$ cat config.mk
export PLATFORM = sky130hd
export DESIGN_NAME = next_fit_slot_allocator_top
export DESIGN_NICKNAME = d
export VERILOG_FILES = /design/src/rtl/nfsa_pkg.sv /design/src/rtl/nfsa_ctrl.sv /design/src/rtl/nfsa_dp.sv /design/src/rtl/next_fit_slot_allocator_top.sv
export VERILOG_INCLUDE_DIRS = /design/src /design/src/rtl
export SDC_FILE = /design/constraint.sdc
export NUM_CORES = 2
export LEC_CHECK = 0
export ABC_CLOCK_PERIOD_IN_PS = 12650
export BUFFER_PORTS_ARGS = -buffer_cell sky130_fd_sc_hd__buf_2
export CORE_MARGIN = 2
export CORE_UTILIZATION = 58
export CTS_BUF_LIST = sky130_fd_sc_hd__clkbuf_4 sky130_fd_sc_hd__clkbuf_8
export DETAILED_ROUTE_END_ITERATION = 12
export PLACE_DENSITY = 0.74
export SKIP_LAST_GASP = 1
export SLEW_MARGIN = 20
export SYNTH_ARGS = -nofsm -noshare
export SYNTH_HDL_FRONTEND = slang
export SYNTH_HIERARCHICAL = 1
export SYNTH_SLANG_ARGS = --single-unit
$ cat constraint.sdc
create_clock -name clk -period 12.65 [get_ports clk]
set_clock_uncertainty 0.15 [all_clocks]
set_input_delay 0.6325 -clock clk [delete_from_list [all_inputs] [get_ports clk]]
set_output_delay 0.6325 -clock clk [all_outputs]
set_load 0.01 [all_outputs]
$ cat src/rtl/next_fit_slot_allocator_top_defines.svh
// Assertion helpers for the slot allocator.
`ifndef NEXT_FIT_SLOT_ALLOCATOR_TOP_DEFINES_SVH
`define NEXT_FIT_SLOT_ALLOCATOR_TOP_DEFINES_SVH

`define NFSA_ASSERT_SAME(lbl, ante, cons, msg) \
  lbl: assert property (@(posedge clk) disable iff (!rst_n) (ante) |-> (cons)) \
    else $error(msg);

`define NFSA_ASSERT_NEXT(lbl, ante, cons, msg) \
  lbl: assert property (@(posedge clk) disable iff (!rst_n) (ante) |=> (cons)) \
    else $error(msg);

`endif

$ cat src/rtl/nfsa_pkg.sv
package nfsa_pkg;

  localparam int unsigned NUM_SLOTS_DEF = 2048;
  localparam int unsigned WORD_W        = 32;
  localparam int unsigned BIT_W         = 5;
  localparam int unsigned SLOT_W        = 11;
  localparam int unsigned STATUS_W      = 2;
  localparam int unsigned COUNT_W       = 12;

  localparam logic OP_ALLOC = 1'b0;
  localparam logic OP_FREE  = 1'b1;

  localparam logic [STATUS_W-1:0] STAT_OK       = 2'd0;
  localparam logic [STATUS_W-1:0] STAT_FULL     = 2'd1;
  localparam logic [STATUS_W-1:0] STAT_NOT_USED = 2'd2;

  typedef struct packed {
    logic clear;
    logic accept;
    logic scan;
    logic free_chk;
  } ctl_t;

  typedef struct packed {
    logic clear_done;
    logic scan_done;
  } stat_t;

endpackage

$ cat src/rtl/nfsa_ctrl.sv
module nfsa_ctrl (
  input  logic            clk,
  input  logic            rst_n,
  input  logic            start,
  input  logic            op,
  output logic            busy,
  output nfsa_pkg::ctl_t  ctl,
  input  nfsa_pkg::stat_t stat
);
  import nfsa_pkg::*;

  typedef enum logic [1:0] {
    S_CLEAR,
    S_IDLE,
    S_SCAN,
    S_FREE
  } state_t;

  state_t state_r;
  state_t state_nxt;
  logic   busy_r;

  always_comb begin
    ctl       = '0;
    state_nxt = state_r;
    case (state_r)
      S_CLEAR: begin
        ctl.clear = 1'b1;
        if (stat.clear_done) begin
          state_nxt = S_IDLE;
        end
      end
      S_IDLE: begin
        if (start) begin
          ctl.accept = 1'b1;
          state_nxt  = (op == OP_FREE) ? S_FREE : S_SCAN;
        end
      end
      S_SCAN: begin
        ctl.scan = 1'b1;
        if (stat.scan_done) begin
          state_nxt = S_IDLE;
        end
      end
      S_FREE: begin
        ctl.free_chk = 1'b1;
        state_nxt    = S_IDLE;
      end
      default: begin
        state_nxt = S_IDLE;
      end
    endcase
  end

  always_ff @(posedge clk) begin
    if (!rst_n) begin
      state_r <= S_CLEAR;
      busy_r  <= 1'b1;
    end else begin
      state_r <= state_nxt;
      busy_r  <= (state_nxt != S_IDLE);
    end
  end

  assign busy = busy_r;

endmodule

$ cat src/rtl/nfsa_dp.sv
module nfsa_dp #(
  parameter int unsigned NUM_SLOTS = nfsa_pkg::NUM_SLOTS_DEF
) (
  input  logic                            clk,
  input  logic                            rst_n,
  input  nfsa_pkg::ctl_t                  ctl,
  output nfsa_pkg::stat_t                 stat,
  input  logic                            in_op,
  input  logic [nfsa_pkg::SLOT_W-1:0]     in_slot_index,
  output logic                            out_valid,
  output logic [nfsa_pkg::SLOT_W-1:0]     out_slot_out,
  output logic [nfsa_pkg::STATUS_W-1:0]   out_status,
  output logic [nfsa_pkg::COUNT_W-1:0]    out_slots_in_use
);
  import nfsa_pkg::*;

  localparam int unsigned NUM_WORDS = (NUM_SLOTS + WORD_W - 1) / WORD_W;
  localparam int unsigned AW        = (NUM_WORDS > 1) ? $clog2(NUM_WORDS) : 1;
  localparam int unsigned CCW       = $clog2(NUM_WORDS + 1);
  localparam int unsigned CW        = $clog2(NUM_SLOTS + 1);
  localparam int unsigned PW        = AW + BIT_W;
  localparam int unsigned TAIL      = NUM_SLOTS - (NUM_WORDS - 1) * WORD_W;
  localparam logic [WORD_W-1:0] TAIL_MASK = ~({WORD_W{1'b1}} >> (WORD_W - TAIL));
  localparam logic [AW-1:0]     LAST_WORD = AW'(NUM_WORDS - 1);
  localparam logic [CCW-1:0]    LAST_CNT  = CCW'(NUM_WORDS);

  function automatic logic [BIT_W-1:0] first_one(input logic [WORD_W-1:0] v);
    logic [BIT_W-1:0] r;
    r = '0;
    for (int i = WORD_W - 1; i >= 0; i--) begin
      if (v[i]) begin
        r = BIT_W'(i);
      end
    end
    return r;
  endfunction

  logic [WORD_W-1:0] mem [NUM_WORDS];
  logic [WORD_W-1:0] rd_data_r;
  logic [AW-1:0]     rd_addr;
  logic              we;
  logic [AW-1:0]     wa;
  logic [WORD_W-1:0] wd;

  logic [AW-1:0]     clr_addr_r;
  logic [AW-1:0]     chk_addr_r;
  logic [CCW-1:0]    chk_cnt_r;
  logic [AW-1:0]     start_word_r;
  logic [AW-1:0]     start_word_nxt;
  logic [BIT_W-1:0]  start_bit_r;
  logic [BIT_W-1:0]  start_bit_nxt;
  logic [CW-1:0]     count_r;
  logic [CW-1:0]     count_nxt;
  logic [SLOT_W-1:0] idx_r;
  logic              idx_ok_r;
  logic              idx_ok;
  logic [AW-1:0]     idx_word;

  logic [WORD_W-1:0] low_mask;
  logic [WORD_W-1:0] eff;
  logic [WORD_W-1:0] free_vec;
  logic              hit;
  logic [BIT_W-1:0]  hit_bit;
  logic              scan_last;
  logic [BIT_W-1:0]  idx_bit;
  logic              free_set;

  logic                out_valid_r;
  logic                out_valid_nxt;
  logic [SLOT_W-1:0]   out_slot_r;
  logic [SLOT_W-1:0]   out_slot_nxt;
  logic [STATUS_W-1:0] out_status_r;
  logic [STATUS_W-1:0] out_status_nxt;
  logic [COUNT_W-1:0]  out_count_r;

  assign idx_ok   = (32'(in_slot_index) < NUM_SLOTS);
  assign idx_word = AW'(in_slot_index >> BIT_W);
  assign idx_bit  = idx_r[BIT_W-1:0];

  always_comb begin
    if (ctl.accept) begin
      if (in_op == OP_ALLOC) begin
        rd_addr = start_word_r;
      end else begin
        rd_addr = idx_ok ? idx_word : '0;
      end
    end else begin
      rd_addr = (chk_addr_r == LAST_WORD) ? '0 : chk_addr_r + AW'(1);
    end
  end

  // first word skips bits below the start; the closing revisit covers only them
  assign low_mask  = (WORD_W'(1) << start_bit_r) - WORD_W'(1);
  assign eff       = rd_data_r
                   | ((chk_cnt_r == '0) ? low_mask : '0)
                   | ((chk_cnt_r == LAST_CNT) ? ~low_mask : '0)
                   | ((chk_addr_r == LAST_WORD) ? TAIL_MASK : '0);
  assign free_vec  = ~eff;
  assign hit       = |free_vec;
  assign hit_bit   = first_one(free_vec);
  assign scan_last = (chk_cnt_r == LAST_CNT);
  assign free_set  = idx_ok_r & rd_data_r[idx_bit];

  assign stat.clear_done = (clr_addr_r == LAST_WORD);
  assign stat.scan_done  = hit | scan_last;

  always_comb begin
    we             = 1'b0;
    wa             = chk_addr_r;
    wd             = rd_data_r;
    start_word_nxt = start_word_r;
    start_bit_nxt  = start_bit_r;
    count_nxt      = count_r;
    out_valid_nxt  = 1'b0;
    out_slot_nxt   = out_slot_r;
    out_status_nxt = out_status_r;
    if (ctl.clear) begin
      we = 1'b1;
      wa = clr_addr_r;
      wd = '0;
    end else if (ctl.scan) begin
      if (hit) begin
        we             = 1'b1;
        wd             = rd_data_r | (WORD_W'(1) << hit_bit);
        start_word_nxt = chk_addr_r;
        start_bit_nxt  = hit_bit;
        count_nxt      = count_r + CW'(1);
        out_valid_nxt  = 1'b1;
        out_slot_nxt   = SLOT_W'(PW'({chk_addr_r, hit_bit}));
        out_status_nxt = STAT_OK;
      end else if (scan_last) begin
        out_valid_nxt  = 1'b1;
        out_slot_nxt   = '0;
        out_status_nxt = STAT_FULL;
      end
    end else if (ctl.free_chk) begin
      out_valid_nxt = 1'b1;
      out_slot_nxt  = idx_r;
      if (free_set) begin
        we             = 1'b1;
        wd             = rd_data_r & ~(WORD_W'(1) << idx_bit);
        count_nxt      = count_r - CW'(1);
        out_status_nxt = STAT_OK;
      end else begin
        out_status_nxt = STAT_NOT_USED;
      end
    end
  end

  always_ff @(posedge clk) begin
    if (we) begin
      mem[wa] <= wd;
    end
    rd_data_r <= mem[rd_addr];
  end

  always_ff @(posedge clk) begin
    if (!rst_n) begin
      clr_addr_r   <= '0;
      start_word_r <= '0;
      start_bit_r  <= '0;
      count_r      <= '0;
      out_valid_r  <= 1'b0;
    end else begin
      if (ctl.clear) begin
        clr_addr_r <= clr_addr_r + AW'(1);
      end
      start_word_r <= start_word_nxt;
      start_bit_r  <= start_bit_nxt;
      count_r      <= count_nxt;
      out_valid_r  <= out_valid_nxt;
    end
  end

  always_ff @(posedge clk) begin
    chk_addr_r   <= rd_addr;
    out_slot_r   <= out_slot_nxt;
    out_status_r <= out_status_nxt;
    out_count_r  <= COUNT_W'(count_nxt);
    if (ctl.accept) begin
      chk_cnt_r <= '0;
      idx_r     <= in_slot_index;
      idx_ok_r  <= idx_ok;
    end else begin
      chk_cnt_r <= chk_cnt_r + CCW'(1);
    end
  end

  assign out_valid        = out_valid_r;
  assign out_slot_out     = out_slot_r;
  assign out_status       = out_status_r;
  assign out_slots_in_use = out_count_r;

endmodule

$ cat src/rtl/next_fit_slot_allocator_top.sv
// Next-fit slot allocator over an occupancy bitmap held in a 32-bit-wide memory.
// Input: start with in_op / in_slot_index; the item is taken at a clock edge
// where start is high and busy is low. in_op 0 allocates, 1 frees in_slot_index.
// Output: out_valid pulses for one cycle with out_slot_out, out_status and
// out_slots_in_use; exactly one result per item. The receiver cannot stall,
// so every result must be captured in its strobe cycle.
// Allocate: the item is taken, then one bitmap word is checked per cycle
// starting at the word of the last slot handed out, up to ceil(NUM_SLOTS/32)+1
// words; the result is shown in the next cycle. The scan rate is set by the
// single read port of the bitmap memory.
// Free: the word is read at the accept edge, then checked and updated in the
// S_FREE state, from which the result strobe is registered.
// busy falls in the cycle the result is shown, so the next item may start then.
// Reset: synchronous, active low. After reset the block sweeps the bitmap to
// zero, one word per cycle, ceil(NUM_SLOTS/32) words (64 at 2048), with busy
// high; search start and in-use count reset to zero.
`include "next_fit_slot_allocator_top_defines.svh"

module next_fit_slot_allocator_top #(
  parameter int unsigned NUM_SLOTS = nfsa_pkg::NUM_SLOTS_DEF
) (
  input  logic                          clk,
  input  logic                          rst_n,
  input  logic                          start,
  output logic                          busy,
  input  logic                          in_op,
  input  logic [nfsa_pkg::SLOT_W-1:0]   in_slot_index,
  output logic                          out_valid,
  output logic [nfsa_pkg::SLOT_W-1:0]   out_slot_out,
  output logic [nfsa_pkg::STATUS_W-1:0] out_status,
  output logic [nfsa_pkg::COUNT_W-1:0]  out_slots_in_use
);
  import nfsa_pkg::*;

  ctl_t  ctl;
  stat_t stat;

  nfsa_ctrl u_ctrl (
    .clk   (clk),
    .rst_n (rst_n),
    .start (start),
    .op    (in_op),
    .busy  (busy),
    .ctl   (ctl),
    .stat  (stat)
  );

  nfsa_dp #(
    .NUM_SLOTS (NUM_SLOTS)
  ) u_dp (
    .clk              (clk),
    .rst_n            (rst_n),
    .ctl              (ctl),
    .stat             (stat),
    .in_op            (in_op),
    .in_slot_index    (in_slot_index),
    .out_valid        (out_valid),
    .out_slot_out     (out_slot_out),
    .out_status       (out_status),
    .out_slots_in_use (out_slots_in_use)
  );

  `NFSA_ASSERT_NEXT(a_accept_busy, start && !busy, busy, "busy not raised after accept")
  `NFSA_ASSERT_SAME(a_result_idle, out_valid, !busy, "result shown while busy")
  `NFSA_ASSERT_NEXT(a_single_strobe, out_valid, !out_valid, "result strobe longer than one cycle")
  `NFSA_ASSERT_SAME(a_full_count, out_valid && (out_status == STAT_FULL), out_slots_in_use == COUNT_W'(NUM_SLOTS), "full reported with free slots")

endmodule

==> flow_metrics.py <==
metrics = {
    "outcome": {
        "run_status": "completed",
    },
    "sta": {
        "fmax_mhz": 143,
        "worstMarginPinSlew_ps": 1250,
        "hold_viol": 0,
        "setup_violations": 0,
        "worst_slack_ps": 5660,
        "slew_violations": 0,
        "period_minus_slack_ps": 6990,
        "fin_crit_sh_pct": 55.3,
        "rsz0062_at_grt": "no",
        "setup_tns_ps": 0,
        "relSlewSlack_pct": 15.9,
    },
    "clocking": {
        "clk_pin_slew_ps": 60,
        "cts_resized": 0,
        "clkLatencyLatePin_ps": 1060,
        "clock-sinks": 2162,
        "cts_root_buf": "clkbuf_8",
        "cts_inserted_buffers": 347,
        "cts.path.max_buffers": 4,
        "h-tree-depth": 5,
        "cts_tree": "yes",
    },
    "placement": {
        "port_buffers": 41,
        "place_hpwl_um": 128000,
        "gp_congestion": 0.974,
        "pre_cts_ws_ps": 5960,
    },
    "routing": {
        "routed-via-count": 52800,
        "dr.pass1.iters": 6,
        "wl_um": 232000,
        "postRouteAntennaNets": 0,
        "vias_per_cell": 6.52,
        "drc": 0,
        "drtIter0Drc": 6789,
        "post_drt_wl_per_cell_um": 28.7,
    },
    "pwr": {
        "clkPwrFrac_pct": 29.3,
        "internal_power_mw": 12.9,
        "peakVddDrop_v": 0.000259,
        "combPwrFrac_pct": 29.4,
        "pwr-share-seq_pct": 41.3,
        "power_density_mw_per_mm2": 199,
        "p_switching_mw": 6.76,
        "switching_share_pct": 34.3,
        "p_leak_nw": 31.4,
    },
    "synth": {
        "synth-seq-cells": 2162,
        "syn-num-nets": 5662,
        "synth_top_area_share_pct": 70.2,
        "synth_edf_count": 2072,
        "synth_area_leaders": "edfxtp_1, mux2i_1, mux4_2",
        "yosys_warnings": 6,
        "synth.avg_cell_area_um2": 15.7,
        "synth_area_leader_cell": "edfxtp_1",
        "seq_area_frac_synth_pct": 72.2,
        "synthCells": 5640,
        "syn_area_mm2": 0.0886,
        "ys_types": 98,
        "ys.flop_type": "edfxtp_1",
        "async_reset_ff_share_pct": 0,
    },
    "layout": {
        "fin_util_pct": 65.0,
        "multiInputGateArea_mm2": 0.0237,
        "area_growth_pct": 11.5,
        "nFillCells": 10200,
        "layout-drive-gt1-share_pct": 17.1,
        "seq_area_mm2": 0.0640,
        "nNetsFinal": 5829,
    },
    "global_route": {
        "gr-total-overflow": 0,
        "grt.total_usage_pct": 29.6,
        "grt.met3_usage_pct": 8.22,
        "grt_use_met2_pct": 45.8,
        "met1_usage_pct": 39.2,
        "grt_pass1_wl_um": 338000,
        "top_usage_layer": "met2",
        "antenna_found_initial": 13,
        "grt_pass1_vias": 51400,
        "grt_max_degree": 182,
    },
    "worst_setup_path": {
        "required_ps": 13260,
        "crit_type": "register to register",
        "critPathMaxFanout": 33,
        "setup.worst_path.start_class": "register",
        "arrival_ps": 7600,
        "rrSetupSlack_ps": 5660,
        "end_kind": "register",
    },
    "die": {
        "pin_count": 42,
        "die_w_um": 395,
        "core_area_mm2": 0.152,
        "die_area_mm2": 0.156,
        "start_util_pct": 58.3,
        "num_rows": 143,
        "die_h_um": 395,
    },
    "worst_hold_path": {
        "min_path_type": "input pin to register",
    },
    "flow_run": {
        "cap_violations": 0,
    },
}
[final timing paths]
| kind | start | endpoint | cells after the start |
|---|---|---|---|
| setup / recovery | u_dp/start_bit_r[2] | u_dp/mem[20][6] | 13 |
| hold / removal | in_slot_index[2] | u_dp/idx_r[2] | 2 |
| setup reg to reg | u_dp/start_bit_r[2] | u_dp/mem[20][6] | 13 |
| hold reg to reg | u_dp/count_r[11] | u_dp/out_slots_in_use[11] | 1 |
[sequential cells by signal, summed over array words and instances (netlist names), 5 cells and up]
name and flops:
u_dp/out_slot_out 11, u_dp/chk_cnt_r 7, u_dp/chk_addr_r 6, u_dp/start_word_r 6, u_dp/count_r 12, u_dp/rd_data_r 32
u_dp/clr_addr_r 6, u_dp/start_bit_r 5, u_dp/mem 2048, u_dp/out_slots_in_use 12, u_dp/idx_r 11
[cells in the final DEF (no fill, tap or decap), types with 43 or more instances in the layout]
cell / instances
a211oi_1: 329
a21oi_1: 65
a311oi_1: 259
and2_1: 264
buf_2: 43
buf_4: 163
clkbuf_4: 99
clkbuf_8: 365
clkinv_1: 80
dfxtp_1: 89
edfxtp_1: 2072
mux2i_1: 531
mux4_2: 138
nand2_1: 673
nor2_1: 69
nor3_1: 88
nor3_2: 66
o21ai_0: 55
[power groups by stage]
stage / sequential, mW / combinational (mW) / clock, mW
after floorplan: 8.07 / 3.63 / 0
final: 8.14 / 5.79 / 5.76
after CTS: 8.10 / 5.69 / 5.84
after global placement: 8.25 / 5.58 / 0
after global routing: 8.12 / 6.08 / 6.15
after detailed placement: 8.25 / 5.67 / 0
[synth_stat cells, types with 8 or more instances]
library cell,number
buf_1,43
clkbuf_1,279
o21ai_1,14
xor2_1,10
mux2i_1,531
o32ai_1,11
o2bb2ai_1,9
nand3_1,26
mux4_2,138
o31ai_1,8
a31oi_1,41
or3_1,18
o21bai_1,10
a21oi_1,70
xnor2_1,18
and2_1,264
nand3b_1,9
nor4_1,8
edfxtp_1,2072
a211oi_1,331
nor2b_1,30
inv_1,29
nand2b_1,20
a21o_1,11
o211ai_1,8
nor2_1,71
o311ai_0,64
o21ai_0,70
dfxtp_1,90
a311oi_1,259
nor3_1,153
nand2_1,673
and3_1,10
buf_2,79
[through the flow]
step	hold slack (ps)	power (mW)	instance area, um^2	cells
floorplan	260	11.7	88600	5640
global placement	278	13.8	91900	7469
detailed placement	302	13.9	92000	7472
CTS	91.6	19.6	98700	8089
global route	142	20.4	98800	8091
finish	177	19.7	98800	8093
[cell families (layout without fill, tap and decap cells)]
kind of cell | count (synthesis) | count (layout) | share of synthesized area [%]
compound gates | 990 | 990 | 8.55
xor+xnor | 28 | 28 | 0.277
fa+ha+maj | 7 | 7 | 0.0988
buf+inv | 445 | 865 | 2.07
flops | 2162 | 2162 | 72.2
mux | 676 | 676 | 9.60
other cells | 0 | 3 | 0
simple gates | 1332 | 1332 | 7.17
[worst max-delay path, cell delays in order, from the launching register on]
cell,delay (ps)
dfxtp_1,1070
nor2_1,260
nand3_1,170
ha_1,710
or3b_1,430
a211oi_2,290
nor3_1,140
a2111oi_2,360
o21ai_0,120
a211o_1,260
a31oi_1,470
nand2b_1,620
o21ai_4,1060
buf_4,540
[metal layers]
metal	vias up	part of all wire (%)
met5	-	0.023
met2	3017	46
met3	540	12
met1	26500	37
li1	22700	-
met4	6	4.8
[layout make-up]
class                      instances  area share [%]
timing repair buffer             232            1.83
inverter                          31           0.130
clock buffer                     464            5.84
multi-input combinational       3033            23.9
tap                             2030            2.57
clock inverter                   138           0.864
antenna                            3         0.00760
sequential                      2162            64.8
[repair_timing]
| action | CTS | global route |
|---|---|---|
| hold buffers | 15 | 0 |
| endpoints found under the hold margin | 30 | 0 |
| setup buffers | 0 | 0 |
| setup endpoints to repair | 0 | 0 |
No activity file was read; power rests on OpenSTA's default activity.
